<file path="src/rtl/lpkim_pkg.sv">
`default_nettype none
package lpkim_pkg;

  localparam int TBL_DEPTH = 1024;
  localparam int TBL_AW = $clog2(TBL_DEPTH);
  localparam int IDX_DEPTH = 1024;
  localparam int IDX_AW = $clog2(IDX_DEPTH);
  localparam int KEY_BYTES = 8;
  localparam int KEY_W = 64;
  localparam int IDX_W = 10;
  localparam int LIVE_W = 11;
  localparam int LIM_W = 10;
  localparam logic [LIM_W-1:0] LIM_RESET = 10'd716;

  localparam logic [63:0] FNV_BASIS = 64'hCBF29CE484222325;
  localparam logic [63:0] HASH_MUL = 64'h00000100000001B3;

  localparam logic [1:0] F_SET = 2'd0;
  localparam logic [1:0] F_GET = 2'd1;
  localparam logic [1:0] F_REMOVE = 2'd2;
  localparam logic [1:0] F_REVERSE = 2'd3;

  localparam logic [1:0] ST_OK = 2'd0;
  localparam logic [1:0] ST_NOT_FOUND = 2'd1;
  localparam logic [1:0] ST_FULL = 2'd2;

  typedef struct packed {
    logic               used;
    logic [KEY_W-1:0]   key;
    logic [TBL_AW-1:0]  pos;
    logic [IDX_W-1:0]   idx;
  } slot_t;

  typedef struct packed {
    logic             valid;
    logic [KEY_W-1:0] key;
  } rev_t;

endpackage
`default_nettype wire

</file>
<file path="src/rtl/lpkim_hash.sv">
`default_nettype none
// Byte-serial FNV-1a: one key byte per cycle; bytes from the first zero byte on are ignored.
module lpkim_hash (
  input  wire logic        clk_i,
  input  wire logic        rst_ni,
  input  wire logic        start_i,
  input  wire logic [63:0] key_i,
  output logic             done_o,
  output logic [63:0]      hash_o,
  output logic [63:0]      canon_o
);

  localparam int CNT_W = 4;

  logic             run_q, done_q, alive_q;
  logic [CNT_W-1:0] cnt_q;
  logic [63:0]      sh_q, h_q, canon_q;
  logic [7:0]       cur_byte;
  logic             take;
  logic [63:0]      x, prod;

  assign cur_byte = sh_q[7:0];
  assign take = alive_q && (cur_byte != 8'd0);
  assign x = h_q ^ {56'd0, cur_byte};

  // The prime has few set bits, so the product is a short sum of shifts.
  always_comb begin
    prod = '0;
    for (int i = 0; i < 64; i++) begin
      if (lpkim_pkg::HASH_MUL[i]) begin
        prod = prod + (x << i);
      end
    end
  end

  always_ff @(posedge clk_i or negedge rst_ni) begin
    if (!rst_ni) begin
      run_q <= 1'b0;
      done_q <= 1'b0;
      alive_q <= 1'b0;
      cnt_q <= '0;
    end else begin
      done_q <= 1'b0;
      if (start_i) begin
        run_q <= 1'b1;
        alive_q <= 1'b1;
        cnt_q <= '0;
      end else if (run_q) begin
        if (!take) begin
          alive_q <= 1'b0;
        end
        cnt_q <= cnt_q + 1'b1;
        if (cnt_q == CNT_W'(lpkim_pkg::KEY_BYTES - 1)) begin
          run_q <= 1'b0;
          done_q <= 1'b1;
        end
      end
    end
  end

  always_ff @(posedge clk_i) begin
    if (start_i) begin
      sh_q <= key_i;
      h_q <= lpkim_pkg::FNV_BASIS;
      canon_q <= '0;
    end else if (run_q) begin
      sh_q <= sh_q >> 8;
      if (take) begin
        h_q <= prod;
        canon_q[8*cnt_q[2:0] +: 8] <= cur_byte;
      end
    end
  end

  assign done_o = done_q;
  assign hash_o = h_q;
  assign canon_o = canon_q;

endmodule
`default_nettype wire

</file>
<file path="config.mk">
export PLATFORM = sky130hd
export DESIGN_NAME = lpkim_hash
export DESIGN_NICKNAME = d
export VERILOG_FILES = /design/src/rtl/lpkim_pkg.sv /design/src/rtl/lpkim_hash.sv
export SDC_FILE = /design/constraint.sdc
export NUM_CORES = 1
export LEC_CHECK = 0
export ABC_CLOCK_PERIOD_IN_PS = 8700
export BUFFER_PORTS_ARGS = -buffer_cell sky130_fd_sc_hd__buf_4
export CORE_ASPECT_RATIO = 0.5
export CORE_MARGIN = 1.5
export CORE_UTILIZATION = 60
export DETAILED_ROUTE_END_ITERATION = 16
export PLACE_DENSITY = 0.77
export REMOVE_ABC_BUFFERS = 1
export SLEW_MARGIN = 20
export SYNTH_ARGS = -nofsm -noshare
export SYNTH_HDL_FRONTEND = slang
export SYNTH_SLANG_ARGS = --single-unit
</file>
<file path="constraint.sdc">
create_clock -name clk_i -period 8.7 [get_ports clk_i]
set_input_delay 0.87 -clock clk_i [delete_from_list [all_inputs] [get_ports clk_i]]
set_output_delay 0.87 -clock clk_i [all_outputs]
set_load 0.005 [all_outputs]
</file>
; ---- Word level (Yosys, flattened, before mapping)
; Cells that the tools add are included.
[totals]
reg_bits = 199
latchBits = 0
ram_bits = 0
mem_bits_ro = 0
in_bits = 67
out_inout_bits = 129
wordCells = 39
n_memories = 0
[classes]
n_addsub = 8
multipliers = 0
n_div = 0
order_cmp = 0
n_eq_ne = 2
shifts = 2
mux = 14
n_bitwise = 1
n_reduce_logical = 5
[op_table]
columns = op, n
row1 = $add 64x64->64, 6
row2 = $mux 64, 2
row3 = $bwmux 64, 1
row4 = $shift 8x34->64 const A, 1
row5 = $shiftx 8x34->64, 1
row6 = $xor 64x8->64, 1
row7 = $neg 6->34, 1
row8 = $mux 1, 9
row9 = $mux 4, 2
row10 = $reduce_bool 8->1, 1
row11 = $add 4x1->4 const B, 1
row12 = $eq 4x3->1 const B, 1
row13 = $reduce_and 2->1, 2
row14 = $ne 2x2->1 const B, 1
row15 = $reduce_bool 2->1, 1
row16 = $logic_and 1x1->1, 1

; ---- Depth between registers and ports, before layout
[logic_depth]
depth_word = 7
mapped_depth = 20
ltp_nobuf = 20

; ---- Least setup slack after synthesis
; No wires, ideal clock.
[synth_path]
path_kind = flip-flop to flip-flop
startpoint = register sh_q[5]
endpoint = register h_q[51] (netlist: hash_o[51])
setup_ns = 0.114
arrival_ns = 4.971
t_required_ns = 8.586
slack_ns = 3.615
stages_incl_launch_ff = 18
path_buffers = 1
synth_period_minus_slack_ns = 5.085
path_cell_list = edfxtp_1 xnor2_1 inv_1 fa_1 fa_1 fa_1 ha_1 ha_1 clkbuf_2 o21ai_0 a211oi_1 o2111ai_1 a211oi_1 o21ai_1 a21oi_1 o21a_1 nor4_1 a2111oi_0
[synth_via]
elab_chain_cells = 7
word_cells_on_any_way = 10
cone_classes = add/sub (6) / bitwise (1) / reduce/logical (3)
[synth_lines]
columns = element, line_no
row1 = "start, declared", lpkim_hash.sv:17  ; logic [63:0] sh_q, h_q, canon_q;
row2 = "start signal, assigned", lpkim_hash.sv:63  ; sh_q <= key_i;
row3 = "start signal, assigned", lpkim_hash.sv:67  ; sh_q <= sh_q >> 8;
row4 = $xor 64x8->64, lpkim_hash.sv:24  ; assign x = h_q ^ {56'd0, cur_byte};
row5 = $add 64x64->64 (6 in a row), lpkim_hash.sv:31  ; prod = prod + (x << i);
row6 = "end signal, assigned", lpkim_hash.sv:64  ; h_q <= lpkim_pkg::FNV_BASIS;
row7 = "end signal, assigned", lpkim_hash.sv:69  ; h_q <= prod;
row8 = "end, declared", lpkim_hash.sv:17
; Parallel ways exist; a longest one is shown, timed or not.
; A chain may end at the register's enable or synchronous reset.

; ---- Final worst setup path
[layout_path]
startpoint = register sh_q[1]
endpoint = register h_q[47] (netlist: hash_o[47])
; Same word-level chain as after synthesis.

==> impl_metrics.ini <==
[run_status]
status = complete, no violations

[cts]
root_buffer = clkbuf_16
cts.clk_slew.worst_paths_ns = 0.09
cts_tree = built
cts_setup_buffers = 0
hold_buffers = 0
htreeDepth = 4
cts_buffer_depth = 2
cts_sinks = 199
cts_buffers = 17
clock_latency_ns = 0.47
cts_resized = 0

[finish]
antennaDiodeCount = 0
drive_gt1_share_pct = 15.0
nNetsFinal = 2488
syn_to_final_growth_pct = 13.3

[route]
drc = 0
drtPass1Iterations = 6
wire_per_inst_um = 19.1
vias_per_cell = 5.65
ant_nets = 0
drt_iter0_markers = 1221
vias = 14000
drt_wl_total_mm = 47.2

[sta]
rsz0062_at_grt = no
tns_ns = 0
slew_headroom_pct = 39.8
clock_skew_ns = 0.0182
maxSlewViolCount = 0
hold_viol_final = 0
worst_pin_slew_ns = 0.898
final-setup-viol-count = 0
fmax_mhz = 166
min_period_over_period_pct = 69.2
period_needed_ns = 6.02

[floorplanning]
row_count = 45
start_util_pct = 60.9
dieArea_um2 = 31800
core-area_um2 = 30200
fp.dieW_um = 251
die_h_um = 127
io_pins = 196

[global_route]
grtUsageMet3_pct = 6.16
use_met1_pct = 44.7
grt_max_degree = 77
grt-busiest-layer = met2
gr-total-overflow = 0
grt_pass1_wl_mm = 75.5
grtUsageMet2_pct = 47.1
grt_use_total_pct = 30.8
first_global_vias = 13800
grt_antenna_before_repair = 0

[yosys]
synth.avg_cell_area_um2 = 9.66
yosys_warnings = 0
async_flop_share_pct = 3.52
synth_seq_cells = 199
syn_inst = 1906
netlist_area_um2 = 18400
ys.flop_type = dfxtp_1
synth.distinct_cells = 79
ys_seq_area_share_pct = 25.3
synth-edff-count = 64

[setup_path]
cpPeakStageDelay_ns = 0.52
path_common_cell = ha_1
startpoint_type = register
ff2ff_path_depth = 20
cpMaxStageDelayCell = fa_1
reg2reg_slack_ns = 2.68
crit_family = compound AO/OA/AOI/OAI gates
critPathKind = reg -> reg
cp_num_buf_inv = 3
crit_arrival_ns = 6.38
crit_required_ns = 9.06
path_cells = xor2_1, clkinv_1, xnor2_1, ha_1, inv_1, fa_1, inv_1, ha_1, ha_1, ha_1, fa_1, a211oi_1, o21ai_1, o2111ai_1, a211oi_1, o21ai_1, a21oi_1, o21a_1, o31a_1, a221o_1
critPathMaxFanout = 6
r2r_start = sh_q[1]
rr_endpoint = hash_o[47]
endpoint_kind = register

[placed_design]
place_congestion = 0.987
post-dp-hpwl_mm = 37.3
io_buffers = 195

[flow_run]
cap_violations = 0

[worst_hold_path]
min_path_type = in -> async
[per-layer routing]
layer | vias up | share of wire, %
met5 | - | 0
met2 | 531 | 45
li1 | 6466 | -
met1 | 6910 | 45
met4 | 0 | 2.2
met3 | 71 | 7.7
[Yosys cell counts, types with 39 or more instances]
cell      count  area (µm²)
fa_1        245        4900
inv_1       419        1570
ha_1        113        1410
mux2_2       56         631
edfxtp_1     64        1920
nor2_1      116         435
clkbuf_1     44         165
dfxtp_1     128        2560
nand2_1     114         428
xnor2_1      44         385
a21oi_1      97         485
o21ai_0      39         195
mux2i_1      65         651
[sequential cells by signal, indices dropped and copies added (netlist names)]
signal / flops
hash_o: 64
sh_q: 64
canon_o: 64
alive_q: 1
cnt_q: 4
done_o: 1
run_q: 1
[area by class of cell]
type,count,area (µm²)
Clock inverter,15,235
Inverter,421,1580
Tap cell,399,499
Multi-Input combinational cell,1221,11900
Sequential cell,199,4660
Clock buffer,17,425
Timing Repair Buffer,203,1530
Fill cell,2392,9370
[how the worst max path moves through the flow]
stage                       start    endpoint  slack, ns  cells past startpoint
after detailed placement  sh_q[5]  hash_o[51]       2.68                     16
after global placement    sh_q[5]  hash_o[51]       2.91                     16
after global routing      sh_q[7]  hash_o[51]       2.36                     17
after CTS                 sh_q[5]  hash_o[51]       2.66                     16
after floorplan           sh_q[5]  hash_o[51]       3.56                     16
final                     sh_q[1]  hash_o[47]       2.68                     20
[per-stage QoR]
stage	area [µm²]	worst slack [ns]	instances	hold WS (ns)	utilization, %
final	20900	2.68	2475	0.202	69.0
after global routing	20900	2.36	2475	0.188	69.0
after CTS	20900	2.66	2475	0.186	69.0
after detailed placement	20200	2.68	2443	0.462	66.8
after global placement	20200	2.91	2443	0.455	66.8
after floorplan	18100	3.56	1841	0.455	-
[cells in the final DEF, fill, tap and decap left out, types with 28 or more instances in the layout]
cell      count
a21o_1       34
a21oi_1      97
and2_1       29
buf_4       202
dfxtp_1     128
edfxtp_1     64
fa_1        245
ha_1        113
inv_1       419
mux2_2       56
mux2i_1      65
nand2_1     114
nand3_1      28
nor2_1      116
o21ai_0      39
xnor2_1      43
[cell families after synthesis]
group	synth area share [%]
xor gates and xnor gates	2.95
adders and majority gates	34.3
buffers and inverters	10.0
muxes	6.96
AOI/OAI and AO/OA	10.4
and+or+nand+nor	10.1
DFF	25.3
Power is left out: the tool's default activity adds up to more than one toggle a clock period on the data nets, which glitch-free logic cannot reach.
